[src/timer_capture_fifo_defines.svh]
// ----------------------------------------------------------------------------
// timer capture fifo assertion macros
// shared concurrent assertion helpers, compiled out with ASSERT_OFF
// ----------------------------------------------------------------------------
`ifndef TIMER_CAPTURE_FIFO_DEFINES_SVH
`define TIMER_CAPTURE_FIFO_DEFINES_SVH

`ifndef ASSERT_OFF
`define TCF_ASSERT(label, prop, msg) \
	label: assert property (@(posedge clk) disable iff (!arst_n) prop) else $error(msg);
`define TCF_ASSERT_NEXT(label, pre, post, msg) \
	label: assert property (@(posedge clk) disable iff (!arst_n) pre |=> post) else $error(msg);
`else
`define TCF_ASSERT(label, prop, msg)
`define TCF_ASSERT_NEXT(label, pre, post, msg)
`endif

`endif

[src/tcf_pkg.sv]
// ----------------------------------------------------------------------------
// tcf_pkg
// types and constants of the timer capture fifo
// ----------------------------------------------------------------------------
`timescale 1ns / 1ps

package tcf_pkg;

	localparam int DATA_W  = 32;
	localparam int HALF_W  = 16;
	localparam int PADDR_W = 2;
	localparam int PDATA_W = 32;

	localparam logic [PADDR_W-1:0] REG_CAPTURE_MODE = 2'd0;

	typedef enum logic [1:0] {
		MODE_OFF    = 2'd0,
		MODE_FIRST  = 2'd1,
		MODE_SECOND = 2'd2,
		MODE_BOTH   = 2'd3
	} tcf_mode_t;

	typedef struct packed {
		logic              push;
		logic [DATA_W-1:0] data;
	} tcf_push_t;

	typedef struct packed {
		logic empty;
		logic full;
		logic popped;
	} tcf_qstat_t;

endpackage

[src/tcf_in_if.sv]
// ----------------------------------------------------------------------------
// tcf_in_if
// tick channel into the capture fifo: valid, ready and capture inputs
// ----------------------------------------------------------------------------
`timescale 1ns / 1ps

interface tcf_in_if;
	logic        valid;
	logic        ready;
	logic        edge_seen;
	logic        first_valid;
	logic [31:0] first_value;
	logic        second_valid;
	logic [31:0] second_value;
	logic        bus_read;

	modport source (
		output valid, edge_seen, first_valid, first_value,
		       second_valid, second_value, bus_read,
		input  ready
	);

	modport sink (
		input  valid, edge_seen, first_valid, first_value,
		       second_valid, second_value, bus_read,
		output ready
	);
endinterface

[src/tcf_out_if.sv]
// ----------------------------------------------------------------------------
// tcf_out_if
// result channel of the capture fifo: strobes, bus data and queue flags
// ----------------------------------------------------------------------------
`timescale 1ns / 1ps

interface tcf_out_if;
	logic        valid;
	logic        ready;
	logic        request_first;
	logic        request_second;
	logic [31:0] bus_data;
	logic        bus_data_valid;
	logic        queue_empty;
	logic        queue_full;

	modport source (
		output valid, request_first, request_second, bus_data,
		       bus_data_valid, queue_empty, queue_full,
		input  ready
	);

	modport sink (
		input  valid, request_first, request_second, bus_data,
		       bus_data_valid, queue_empty, queue_full,
		output ready
	);
endinterface

[src/timer_capture_fifo.sv]
// ----------------------------------------------------------------------------
// timer_capture_fifo
// capture buffer of an input-capture unit: timer strobes and a ring queue
// ----------------------------------------------------------------------------
// channel  | modport | transfer
// in_ch    | sink    | one clock tick of capture inputs and bus read
// out_ch   | source  | one result per tick: strobes, bus data, flags
// apb      | slave   | capture mode register at byte address 0
//
// one tick accepted per cycle while out_ch is not stalled; each tick then passes through
// input register, then queue update and ram read, then result register
// the ram read port registers the popped entry into the result stage
// reset clears pointers, valids and mode; the entry ram is not cleared
// a stalled result holds the stages behind it, ready drops when both are full
// ----------------------------------------------------------------------------
`timescale 1ns / 1ps

module timer_capture_fifo
	import tcf_pkg::*;
#(
	parameter int QUEUE_DEPTH = 32
) (
	input  logic               clk,
	input  logic               arst_n,
	tcf_in_if.sink             in_ch,
	tcf_out_if.source          out_ch,
	input  logic               psel,
	input  logic               penable,
	input  logic               pwrite,
	input  logic [PADDR_W-1:0] paddr,
	input  logic [PDATA_W-1:0] pwdata,
	output logic [PDATA_W-1:0] prdata,
	output logic               pready
);

	tcf_mode_t         mode;
	tcf_push_t         push_req;
	tcf_qstat_t        stat;
	logic [DATA_W-1:0] rdata;

	logic              valid_s1;
	logic              edge_s1;
	logic              fv_s1;
	logic [DATA_W-1:0] fval_s1;
	logic              sv_s1;
	logic [DATA_W-1:0] sval_s1;
	logic              rd_s1;

	logic              valid_s2;
	logic              req_first_s2;
	logic              req_second_s2;
	logic              pop_s2;
	logic              rd_s2;
	logic              empty_s2;
	logic              full_s2;

	logic              step;
	logic              req_first;
	logic              req_second;

	tcf_cfg_regs u_cfg (
		.clk     (clk),
		.arst_n  (arst_n),
		.psel    (psel),
		.penable (penable),
		.pwrite  (pwrite),
		.paddr   (paddr),
		.pwdata  (pwdata),
		.prdata  (prdata),
		.pready  (pready),
		.mode    (mode)
	);

	assign step        = valid_s1 && (!valid_s2 || out_ch.ready);
	assign in_ch.ready = !valid_s1 || step;

	always_ff @(posedge clk or negedge arst_n) begin
		if (!arst_n) begin
			valid_s1 <= 1'b0;
		end else if (in_ch.ready) begin
			valid_s1 <= in_ch.valid;
		end
	end

	always_ff @(posedge clk) begin
		if (in_ch.valid && in_ch.ready) begin
			edge_s1 <= in_ch.edge_seen;
			fv_s1   <= in_ch.first_valid;
			fval_s1 <= in_ch.first_value;
			sv_s1   <= in_ch.second_valid;
			sval_s1 <= in_ch.second_value;
			rd_s1   <= in_ch.bus_read;
		end
	end

	always_comb begin
		push_req = '0;
		case (mode)
			MODE_FIRST: begin
				push_req.push = fv_s1;
				push_req.data = fval_s1;
			end
			MODE_SECOND: begin
				push_req.push = sv_s1;
				push_req.data = sval_s1;
			end
			MODE_BOTH: begin
				push_req.push = fv_s1 && sv_s1;
				push_req.data = {fval_s1[HALF_W-1:0], sval_s1[HALF_W-1:0]};
			end
			default: begin
				push_req = '0;
			end
		endcase
	end

	assign req_first  = edge_s1 && (mode == MODE_FIRST || mode == MODE_BOTH);
	assign req_second = edge_s1 && (mode == MODE_SECOND || mode == MODE_BOTH);

	tcf_queue #(
		.QUEUE_DEPTH (QUEUE_DEPTH)
	) u_queue (
		.clk      (clk),
		.arst_n   (arst_n),
		.step     (step),
		.pop_req  (rd_s1),
		.push_req (push_req),
		.stat     (stat),
		.rdata    (rdata)
	);

	always_ff @(posedge clk or negedge arst_n) begin
		if (!arst_n) begin
			valid_s2 <= 1'b0;
		end else if (!valid_s2 || out_ch.ready) begin
			valid_s2 <= valid_s1;
		end
	end

	always_ff @(posedge clk) begin
		if (step) begin
			req_first_s2  <= req_first;
			req_second_s2 <= req_second;
			pop_s2        <= stat.popped;
			rd_s2         <= rd_s1;
			empty_s2      <= stat.empty;
			full_s2       <= stat.full;
		end
	end

	assign out_ch.valid          = valid_s2;
	assign out_ch.request_first  = req_first_s2;
	assign out_ch.request_second = req_second_s2;
	assign out_ch.bus_data       = pop_s2 ? rdata : '0;
	assign out_ch.bus_data_valid = rd_s2;
	assign out_ch.queue_empty    = empty_s2;
	assign out_ch.queue_full     = full_s2;

endmodule

[src/tcf_ram.sv]
// ----------------------------------------------------------------------------
// tcf_ram
// generic single write, single read ram with registered read data
// ----------------------------------------------------------------------------
`timescale 1ns / 1ps

module tcf_ram #(
	parameter int WIDTH = 32,
	parameter int DEPTH = 32
) (
	input  logic                     clk,
	input  logic                     we,
	input  logic [$clog2(DEPTH)-1:0] waddr,
	input  logic [WIDTH-1:0]         wdata,
	input  logic                     re,
	input  logic [$clog2(DEPTH)-1:0] raddr,
	output logic [WIDTH-1:0]         rdata
);

	logic [WIDTH-1:0] mem_q [DEPTH];

	always_ff @(posedge clk) begin
		if (we) begin
			mem_q[waddr] <= wdata;
		end
		if (re) begin
			rdata <= mem_q[raddr];
		end
	end

endmodule

[src/tcf_cfg_regs.sv]
// ----------------------------------------------------------------------------
// tcf_cfg_regs
// apb register file holding the capture mode
// ----------------------------------------------------------------------------
`timescale 1ns / 1ps

module tcf_cfg_regs
	import tcf_pkg::*;
(
	input  logic               clk,
	input  logic               arst_n,
	input  logic               psel,
	input  logic               penable,
	input  logic               pwrite,
	input  logic [PADDR_W-1:0] paddr,
	input  logic [PDATA_W-1:0] pwdata,
	output logic [PDATA_W-1:0] prdata,
	output logic               pready,
	output tcf_mode_t          mode
);

	tcf_mode_t mode_q;

	assign pready = 1'b1;

	always_ff @(posedge clk or negedge arst_n) begin
		if (!arst_n) begin
			mode_q <= MODE_OFF;
		end else if (psel && penable && pwrite && pready && paddr == REG_CAPTURE_MODE) begin
			mode_q <= tcf_mode_t'(pwdata[1:0]);
		end
	end

	always_comb begin
		prdata = '0;
		case (paddr)
			REG_CAPTURE_MODE: prdata = {{(PDATA_W-2){1'b0}}, mode_q};
			default:          prdata = '0;
		endcase
	end

	assign mode = mode_q;

endmodule

[src/tcf_queue.sv]
// ----------------------------------------------------------------------------
// tcf_queue
// ring queue pointers and flags around the entry ram, pop before push
// ----------------------------------------------------------------------------
`timescale 1ns / 1ps
`include "timer_capture_fifo_defines.svh"

module tcf_queue
	import tcf_pkg::*;
#(
	parameter int QUEUE_DEPTH = 32
) (
	input  logic              clk,
	input  logic              arst_n,
	input  logic              step,
	input  logic              pop_req,
	input  tcf_push_t         push_req,
	output tcf_qstat_t        stat,
	output logic [DATA_W-1:0] rdata
);

	localparam int PTR_W = $clog2(QUEUE_DEPTH);
	localparam logic [PTR_W-1:0] LAST = PTR_W'(QUEUE_DEPTH - 1);

	logic [PTR_W-1:0] wp_q;
	logic [PTR_W-1:0] rp_q;
	logic [PTR_W-1:0] wp_nx;
	logic [PTR_W-1:0] rp_nx;
	logic             do_pop;
	logic             do_push;

	assign wp_nx = (wp_q == LAST) ? '0 : wp_q + 1'b1;
	assign rp_nx = (rp_q == LAST) ? '0 : rp_q + 1'b1;

	assign stat.empty  = (wp_q == rp_q);
	assign stat.full   = (wp_nx == rp_q);
	assign do_pop      = step && pop_req && !stat.empty;
	assign do_push     = step && push_req.push && (!stat.full || do_pop);
	assign stat.popped = do_pop;

	always_ff @(posedge clk or negedge arst_n) begin
		if (!arst_n) begin
			wp_q <= '0;
			rp_q <= '0;
		end else begin
			if (do_push) begin
				wp_q <= wp_nx;
			end
			if (do_pop) begin
				rp_q <= rp_nx;
			end
		end
	end

	tcf_ram #(
		.WIDTH (DATA_W),
		.DEPTH (QUEUE_DEPTH)
	) u_ram (
		.clk   (clk),
		.we    (do_push),
		.waddr (wp_q),
		.wdata (push_req.data),
		.re    (do_pop),
		.raddr (rp_q),
		.rdata (rdata)
	);

	`TCF_ASSERT(a_flags_exclusive, !(stat.empty && stat.full), "queue empty and full at once")
	`TCF_ASSERT(a_ptr_range, (wp_q <= LAST) && (rp_q <= LAST), "queue pointer out of range")
	`TCF_ASSERT_NEXT(a_wp_hold, !do_push, $stable(wp_q), "write pointer moved without push")
	`TCF_ASSERT_NEXT(a_rp_hold, !do_pop, $stable(rp_q), "read pointer moved without pop")

endmodule
[src/flat_wrapper.sv]
// flat-port wrapper written by rule: the top's interface ports become plain ports
module timer_capture_fifo_flat import tcf_pkg::*;
#(
	parameter int QUEUE_DEPTH = 32
)
  (clk, arst_n, psel, penable, pwrite, paddr, pwdata, prdata, pready, in_ch_valid, in_ch_edge_seen, in_ch_first_valid, in_ch_first_value, in_ch_second_valid, in_ch_second_value, in_ch_bus_read, in_ch_ready, out_ch_valid, out_ch_request_first, out_ch_request_second, out_ch_bus_data, out_ch_bus_data_valid, out_ch_queue_empty, out_ch_queue_full, out_ch_ready);
  tcf_in_if in_ch_i ();
  tcf_out_if out_ch_i ();
  input  logic clk;
  input  logic arst_n;
  input  logic psel;
  input  logic penable;
  input  logic pwrite;
  input  logic [PADDR_W-1:0] paddr;
  input  logic [PDATA_W-1:0] pwdata;
  output logic [PDATA_W-1:0] prdata;
  output logic pready;
  input wire logic [$bits(in_ch_i.valid)-1:0] in_ch_valid;
  input wire logic [$bits(in_ch_i.edge_seen)-1:0] in_ch_edge_seen;
  input wire logic [$bits(in_ch_i.first_valid)-1:0] in_ch_first_valid;
  input wire logic [$bits(in_ch_i.first_value)-1:0] in_ch_first_value;
  input wire logic [$bits(in_ch_i.second_valid)-1:0] in_ch_second_valid;
  input wire logic [$bits(in_ch_i.second_value)-1:0] in_ch_second_value;
  input wire logic [$bits(in_ch_i.bus_read)-1:0] in_ch_bus_read;
  output wire logic [$bits(in_ch_i.ready)-1:0] in_ch_ready;
  output wire logic [$bits(out_ch_i.valid)-1:0] out_ch_valid;
  output wire logic [$bits(out_ch_i.request_first)-1:0] out_ch_request_first;
  output wire logic [$bits(out_ch_i.request_second)-1:0] out_ch_request_second;
  output wire logic [$bits(out_ch_i.bus_data)-1:0] out_ch_bus_data;
  output wire logic [$bits(out_ch_i.bus_data_valid)-1:0] out_ch_bus_data_valid;
  output wire logic [$bits(out_ch_i.queue_empty)-1:0] out_ch_queue_empty;
  output wire logic [$bits(out_ch_i.queue_full)-1:0] out_ch_queue_full;
  input wire logic [$bits(out_ch_i.ready)-1:0] out_ch_ready;
  assign in_ch_i.valid = in_ch_valid;
  assign in_ch_i.edge_seen = in_ch_edge_seen;
  assign in_ch_i.first_valid = in_ch_first_valid;
  assign in_ch_i.first_value = in_ch_first_value;
  assign in_ch_i.second_valid = in_ch_second_valid;
  assign in_ch_i.second_value = in_ch_second_value;
  assign in_ch_i.bus_read = in_ch_bus_read;
  assign in_ch_ready = in_ch_i.ready;
  assign out_ch_valid = out_ch_i.valid;
  assign out_ch_request_first = out_ch_i.request_first;
  assign out_ch_request_second = out_ch_i.request_second;
  assign out_ch_bus_data = out_ch_i.bus_data;
  assign out_ch_bus_data_valid = out_ch_i.bus_data_valid;
  assign out_ch_queue_empty = out_ch_i.queue_empty;
  assign out_ch_queue_full = out_ch_i.queue_full;
  assign out_ch_i.ready = out_ch_ready;
  timer_capture_fifo #(.QUEUE_DEPTH(QUEUE_DEPTH)) u_core (.clk(clk), .arst_n(arst_n), .in_ch(in_ch_i), .out_ch(out_ch_i), .psel(psel), .penable(penable), .pwrite(pwrite), .paddr(paddr), .pwdata(pwdata), .prdata(prdata), .pready(pready));
endmodule
[config.mk]
export PLATFORM = sky130hd
export DESIGN_NAME = timer_capture_fifo_flat
export DESIGN_NICKNAME = d
export VERILOG_FILES = /design/src/tcf_pkg.sv /design/src/tcf_in_if.sv /design/src/tcf_out_if.sv /design/src/timer_capture_fifo.sv /design/src/tcf_ram.sv /design/src/tcf_cfg_regs.sv /design/src/tcf_queue.sv /design/src/flat_wrapper.sv
export VERILOG_INCLUDE_DIRS = /design/src /design/src/src
export SDC_FILE = /design/constraint.sdc
export NUM_CORES = 1
export LEC_CHECK = 0
export ABC_CLOCK_PERIOD_IN_PS = 4220
export BUFFER_PORTS_ARGS = -buffer_cell sky130_fd_sc_hd__buf_2
export CAP_MARGIN = 20
export CORE_UTILIZATION = 55
export DETAILED_ROUTE_END_ITERATION = 8
export GPL_TIMING_DRIVEN = 0
export PLACE_DENSITY = 0.77
export SYNTH_ARGS = -nofsm -noshare
export SYNTH_HDL_FRONTEND = slang
export SYNTH_HIERARCHICAL = 1
export SYNTH_SLANG_ARGS = --single-unit
export TNS_END_PERCENT = 5
[constraint.sdc]
create_clock -name clk -period 4.22 [get_ports clk]
set_input_delay 0.422 -clock clk [delete_from_list [all_inputs] [get_ports clk]]
set_output_delay 0.422 -clock clk [all_outputs]
set_load 0.005 [all_outputs]
==> results of run 1 <==
## layer usage
metal / vias up / wire, um
li1: 10800 / -
met3: 230 / 10900
met1: 12800 / 40900
met4: 2 / 3670
met5: - / 13
met2: 1490 / 55500
## where the power goes
group / total (W) / switching [W] / internal (W)
clock: 0.00932 / 0.00410 / 0.00522
combinational: 0.00867 / 0.00539 / 0.00327
sequential: 0.0138 / 0.000258 / 0.0136
total: 0.0318 / 0.00975 / 0.0221
## worst max-delay path: stages (launching register included)
cell and delay (ns):
dfrtp_2 0.49, ha_2 0.24, and3_1 0.20, ha_2 0.21
nor2_1 0.16, xor2_1 0.23, nor4b_2 0.11, a31oi_4 0.39
nand3b_1 0.80, nor2_4 0.75, buf_12 0.27
## final cells by class
cell class              count  share of cell area, %
plain buffers             173                   2.11
clock buffers             136                   5.47
clock inverters            61                  0.897
inverters                   4                 0.0283
multi-input cells        1264                   18.9
flip-flops and latches   1144                   64.7
well taps                1060                   2.50
repair buffers            264                   5.48
## registers in the layout, indices dropped and copies added (netlist names)
register                      flops
u_core/u_queue/u_ram/rdata       32
u_core/valid_s1                   1
u_core/out_ch.queue_empty         1
u_core/out_ch.request_first       1
u_core/fv_s1                      1
u_core/sv_s1                      1
u_core/u_queue/u_ram/mem_q     1024
u_core/out_ch.request_second      1
u_core/out_ch.bus_data_valid      1
u_core/rd_s1                      1
u_core/u_cfg/mode                 2
u_core/edge_s1                    1
u_core/u_queue/wp_q               5
u_core/u_queue/rp_q               5
u_core/fval_s1                   32
u_core/pop_s2                     1
u_core/out_ch.queue_full          1
u_core/out_ch.valid               1
u_core/sval_s1                   32
## final timing paths
check                                                             endpoint                                from  slack, ns  cells past startpoint
worst max-delay path            u_core/u_queue/u_ram/mem_q[6][3]$_DFFE_PP_  u_core/u_queue/wp_q[0]$_DFFE_PN0P_       0.06                     10
worst min-delay path                       u_core/out_ch.valid$_DFFE_PN0P_                        out_ch_ready       0.10                      3
worst max register to register  u_core/u_queue/u_ram/mem_q[6][3]$_DFFE_PP_  u_core/u_queue/wp_q[0]$_DFFE_PN0P_       0.06                     10
worst min register to register      u_core/out_ch.bus_data_valid$_DFFE_PP_              u_core/rd_s1$_DFFE_PP_       0.53                      0
max in group asynchronous               u_core/u_queue/wp_q[2]$_DFFE_PN0P_                              arst_n       3.73                      2
min in group asynchronous                 u_core/u_cfg/mode[1]$_DFFE_PN0P_                              arst_n       0.21                      2
## stage by stage
stage	worst slack, ns	instance area, um2
2_1_floorplan	-0.0342	45200
3_3_place_gp	-1.67	47100
3_5_place_dp	-0.188	48300
4_1_cts	-0.0942	52400
5_1_grt	-0.106	53000
6_report	0.0550	53000
## cells by family (layout without fill, tap and decap cells)
kind of cell,after synthesis,count (layout),synth area share [%]
other,2,31,0.0167
buffers and inverters,177,638,2.51
and+or+nand+nor,352,352,3.81
muxes,536,536,12.1
xor gates and xnor gates,10,10,0.194
DFF,1144,1144,76.1
adders and majority gates,4,4,0.111
AOI/OAI and AO/OA,331,331,5.21
## cell usage in the layout, fill, tap and decap left out, drive strengths merged, types with 14 or more instances in the layout
master	count
nand2	108
edfxtp	1130
a22o	96
dfrtp	14
nand3	101
a22oi	96
and2	41
a21oi	99
clkinv	50
dlygate4sd3	72
buf	308
mux2	21
nor3	35
mux2i	515
conb	31
nor2	39
a31oi	33
clkbuf	193
## timing repair
item | CTS | global route
endpoints found under the setup margin | 316 | 483
resized for setup | 5 | 3
pin swaps | 4 | 6
hold buffers | 72 | 0
endpoints found under the hold margin | 85 | 0
buffers inserted | 3 | 6
==> run_results.csv, run 1 <==
group,metric,value,unit
outcome,violations,"DRC",
sta,clock_skew,0.0403,ns
sta,setup_tns,0,ns
final_layout,final_util,65.6,%
grt,grt_max_degree,48,
outcome,outcome,"complete, but fails checks",
yosys,synth.distinct_cells,50,
run,cap_viol_max_count,0,
grt,met3_usage,4.94,%
yosys,synth_seq_cells,1144,
yosys,netlist_area,45100,um2
route,first_pass_iters,9,
pwr,ir_worst_vdd,0.395,mV
placed_design,post-dp-hpwl,69.7,mm
floorplanning,die-area,83100,um2
clock_network,max-clock-path-buffers,3,
grt,grt_pass1_wl,160,mm
sta,post-route-period-util,98.7,%
sta,rsz0062_at_grt,"yes",
yosys,ys_warn_count,6,
floorplanning,core_area,80800,um2
worst_setup_path,crit_type,"reg2reg",
floorplanning,chipWidth,288,um
yosys,synth_edf_count,1130,
floorplanning,ios,181,
route,antenna_left,0,
clock_network,cts-htree-levels,3,
clock_network,cts_tree,"done",
clock_network,cts_sinks,1144,
route,wl,111,mm
worst_setup_path,worstPathMaxFanout,20,
yosys,ys_async_sr_fraction,1.22,%
route,viasPerCell,6.17,
grt,grt_pass1_vias,25500,
final_layout,layout.nets,3072,
grt,antenna_found_initial,1,
worst_setup_path,cp-end-kind,"flop",
final_layout,fin_cells,4106,
floorplanning,start_util,55.8,%
final_layout,syn2layout_area_growth,17.7,%
grt,grt.met2_usage,44.5,%
yosys,synth_area_leaders,"edfxtp_1 75%, mux2i_1 11%, a22o_1 1.9%, a22oi_1 1.6%, buf_4 1.1%",
clock_network,numCtsBuffers,108,
final_layout,fillers,5125,
placed_design,port_buffers,119,
final_layout,antenna_cells,0,
grt,grt.busiest_layer,"met2",
worst_hold_path,hold_path.class,"in2reg",
worst_setup_path,crit_path_start_kind,"flop",
sta,worst_slew_pin_slew,1.11,ns
sta,max_freq,240,MHz
final_layout,multi_input_area,10000,um2
yosys,synth_top_area_share,75.3,%
grt,grt_overflow,0,
pwr,p_per_area,600,nW/um2
floorplanning,fp-row-count,104,
sta,hold_violations,0,
final_layout,drive_gt1_share,17.5,%
route,wl_per_cell,27.1,um
route,vias,25300,
yosys,synth_most_common_cell,"edfxtp_1",
yosys,syn_area_per_cell,17.6,um2
sta,report.final.slew_viol_count,0,
yosys,netlist_instances,2556,
floorplanning,dieHeight,288,um
grt,grt_usage,26.4,%
sta,finalSetupViolCount,0,
sta,whs,0.104,ns
grt,grtUsageMet1,34.3,%
yosys,synthFlopType,"edfxtp_1",
yosys,synth_top_cell_by_area,"edfxtp_1",
clock_network,root_buffer,"clkbuf_16",
worst_setup_path,required,4.58,ns
pwr,design_power_total,0.0318,W
sta,min_period,4.16,ns
route,drtIter0Drc,2814,
placed_design,dp_cells,3808,
placed_design,routabilityCongestion,0.848,
worst_setup_path,arrival,4.53,ns
pwr,leakage,18.6,nW
route,drc_errors,3,
clock_network,path_clk_slew,0.06,ns
clock_network,clock_latency,0.69,ns
sta,slew_headroom,25.9,%
yosys,ys_top_cells_by_count,"1130 x edfxtp_1, 515 x mux2i_1, 108 x nand2_1",
final_layout,seqCellArea,34300,um2
yosys,ys_seq_area_share,76.1,%
(Power assumes the default switching activity.)
==> run 2, diff against run 1 <==
- GPL_TIMING_DRIVEN: 0 -> unset
==> run 2 against run 1 <==
Effect of this change:
- the run still ends with DRC left
- sequential cell count did not move
- power decreased by 3.2%
- wire length down 8.2%
- non-clock buffer count decreased by 152
- critical path depth is 1 higher
- cell area fell by 2.6%
==> run_results.csv, run 2 (synthesis gave the netlist of run 1 again) <==
group,metric,value,unit
sta,slew_headroom,22.8,%
worst_setup_path,cp.depth,11,
floorplanning,dieHeight,288,um
worst_setup_path,r2r.worst_path.cells,11,
route,viasPerCell,6.12,
placed_design,port_buffers,119,
sta,max_freq,254,MHz
sta,min_period,3.94,ns
grt,grt_usage,24.4,%
worst_setup_path,rr_startpoint,"u_core/u_queue/wp_q[0]$_DFFE_PN0P_",
floorplanning,start_util,55.8,%
clock_network,cts_tree,"done",
worst_setup_path,crit_type,"reg2reg",
worst_setup_path,worstPathMaxFanout,32,
outcome,violations,"DRC",
placed_design,post-dp-hpwl,54.8,mm
worst_hold_path,hold_depth,3,
sta,setup_tns,0,ns
final_layout,final_area,51600,um2
worst_setup_path,required,4.50,ns
pwr,p_comb_share,25.0,%
pwr,power_frac_seq,44.9,%
sta,worst_slew_pin_slew,1.16,ns
floorplanning,ios,181,
floorplanning,chipWidth,288,um
sta,clock_skew,0.0358,ns
sta,rsz0062_at_grt,"no",
run,cap_viol_max_count,0,
clock_network,path_clk_slew,0.06,ns
route,drtIter0Drc,2389,
pwr,p_clk_share,30.1,%
outcome,outcome,"complete, but fails checks",
final_layout,drive_gt1_share,15.4,%
grt,grt_overflow,0,
sta,report.final.slew_viol_count,0,
worst_setup_path,worst_path_largest_cell_delay,0.84,ns
sta,post-route-period-util,93.4,%
final_layout,fillers,5269,
route,wl_per_cell,25.8,um
final_layout,seqCellArea,34300,um2
final_layout,mostFrequentLayoutCells,"1130 x edfxtp_1, 515 x mux2i_1, 119 x buf_2",
final_layout,largest-register,"u_core/u_queue/u_ram/mem_q",
pwr,sw_frac_of_total,29.7,%
worst_setup_path,r2r_setup_slack,0.28,ns
clock_network,max-clock-path-buffers,3,
final_layout,multi_input_area,10000,um2
pwr,p_per_area,596,nW/um2
route,first_pass_iters,7,
placed_design,post_dp_cell_area,46900,um2
route,wl,102,mm
worst_hold_path,hold_path.class,"in2reg",
worst_setup_path,critPathLaunch,"u_core/u_queue/wp_q[0]$_DFFE_PN0P_",
pwr,ir_worst_vdd,0.675,mV
clock_network,numCtsBuffers,105,
worst_setup_path,r2r-end,"u_core/u_queue/u_ram/mem_q[23][25]$_DFFE_PP_",
sta,finalSetupViolCount,0,
worst_setup_path,crit_family,"simple AND/OR/NAND/NOR gates",
worst_setup_path,arrival,4.22,ns
route,antenna_left,0,
placed_design,place_worst_setup_slack,0.272,ns
clock_network,postCtsSetupBuffers,0,
floorplanning,die-area,83100,um2
clock_network,root_buffer,"clkbuf_16",
grt,grt_pass1_vias,24400,
route,drc_errors,28,
floorplanning,core_area,80800,um2
worst_setup_path,slowest_stage,"nor2_4",
floorplanning,fp-row-count,104,
clock_network,cts-htree-levels,3,
worst_setup_path,cp-endpoint,"u_core/u_queue/u_ram/mem_q[23][25]$_DFFE_PP_",
grt,antenna_found_initial,0,
worst_setup_path,cp_cell_sequence,"ha_1 > and3_1 > ha_1 > nor2_1 > mux2i_1 > xor2_1 > a31oi_4 > nand3_1 > buf_4 > buf_4 > nor2_4",
route,vias,24200,
final_layout,largest_reg_flops,1024,
pwr,p_sw,0.00915,W
final_layout,mostFrequentLayoutCell,"edfxtp_1",
grt,grt_pass1_wl,149,mm
worst_setup_path,cp-end-kind,"flop",
sta,post-route-worst-setup-slack,0.279,ns
pwr,leakage,17.9,nW
placed_design,routabilityCongestion,0.863,
worst_setup_path,critical_path_buf_inv_count,2,
final_layout,syn2layout_area_growth,14.6,%
clock_network,clock_latency,0.69,ns
clock_network,cts_sinks,1144,
pwr,p_int,0.0216,W
final_layout,layout.nets,2917,
worst_setup_path,crit_path_start_kind,"flop",
sta,hold_violations,0,
grt,grt_max_degree,122,
==> run 2: cell types whose count changed in the layout (fill, tap and decap cells not counted), moves of 8 or more <==
cell	before	now
clkbuf_1	70	15
buf_2	146	119
buf_12	32	10
buf_6	21	0
buf_4	72	59
clkbuf_16	116	108
==> run 2: stage by stage <==
step	util, %	total power [W]	std cells	hold WS, ns
5_1_grt	63.9	0.0318	3951	0.117
6_report	63.9	0.0308	3952	0.117
2_1_floorplan	-	0.0194	2585	0.126
3_5_place_dp	58.0	0.0213	3660	0.349
4_1_cts	63.1	0.0305	3926	0.00239
3_3_place_gp	58.0	0.0210	3659	0.347
==> run 2: tightest hold or removal path, stage by stage <==
cell and delay (ns):
buf_2 0.08, nand2b_1 0.15, nand2b_1 0.08
==> run 2: worst min path at each step <==
| stage | endpoint | slack (ns) | from |
|---|---|---|---|
| after floorplan | u_core/out_ch.valid$_DFFE_PN0P_ | 0.13 | arst_n |
| after global placement | u_core/u_cfg/mode[1]$_DFFE_PN0P_ | 0.35 | arst_n |
| after detailed placement | u_core/u_cfg/mode[0]$_DFFE_PN0P_ | 0.35 | arst_n |
| after CTS | u_core/out_ch.valid$_DFFE_PN0P_ | 0.002 | out_ch_ready |
| after global routing | u_core/out_ch.valid$_DFFE_PN0P_ | 0.12 | out_ch_ready |
| final | u_core/out_ch.valid$_DFFE_PN0P_ | 0.12 | out_ch_ready |
==> run 2: area by class of cell <==
class | count | area share [%]
Sequential cell | 1144 | 66.4
Multi-Input combinational cell | 1264 | 19.4
Clock buffer | 120 | 5.20
Timing Repair Buffer | 285 | 5.09
Tap cell | 1060 | 2.57
Clock inverter | 74 | 1.34
Inverter | 4 | 0.0291
Antenna cell | 1 | 0.00485
==> run 2: timing repair <==
action | in CTS | in global routing
hold buffers | 72 | 0
gates resized for setup | 0 | 0
endpoints found under the setup margin | 0 | 0
hold endpoints to repair | 85 | 0
==> run 2: power by group through the flow <==
stage,sequential [W],clock (W),combinational [W]
2_1_floorplan,0.0140,0,0.00542
3_3_place_gp,0.0141,0,0.00699
3_5_place_dp,0.0141,0,0.00723
4_1_cts,0.0138,0.00935,0.00732
5_1_grt,0.0138,0.00980,0.00815
6_report,0.0138,0.00927,0.00770
==> run 2: per-layer routing <==
layer / track usage [%] / routed length (um)
met1: 33.0 / 39800
met5: 0 / 0
met4: 7.04 / 2080
met2: 40.7 / 50400
met3: 4.44 / 9660
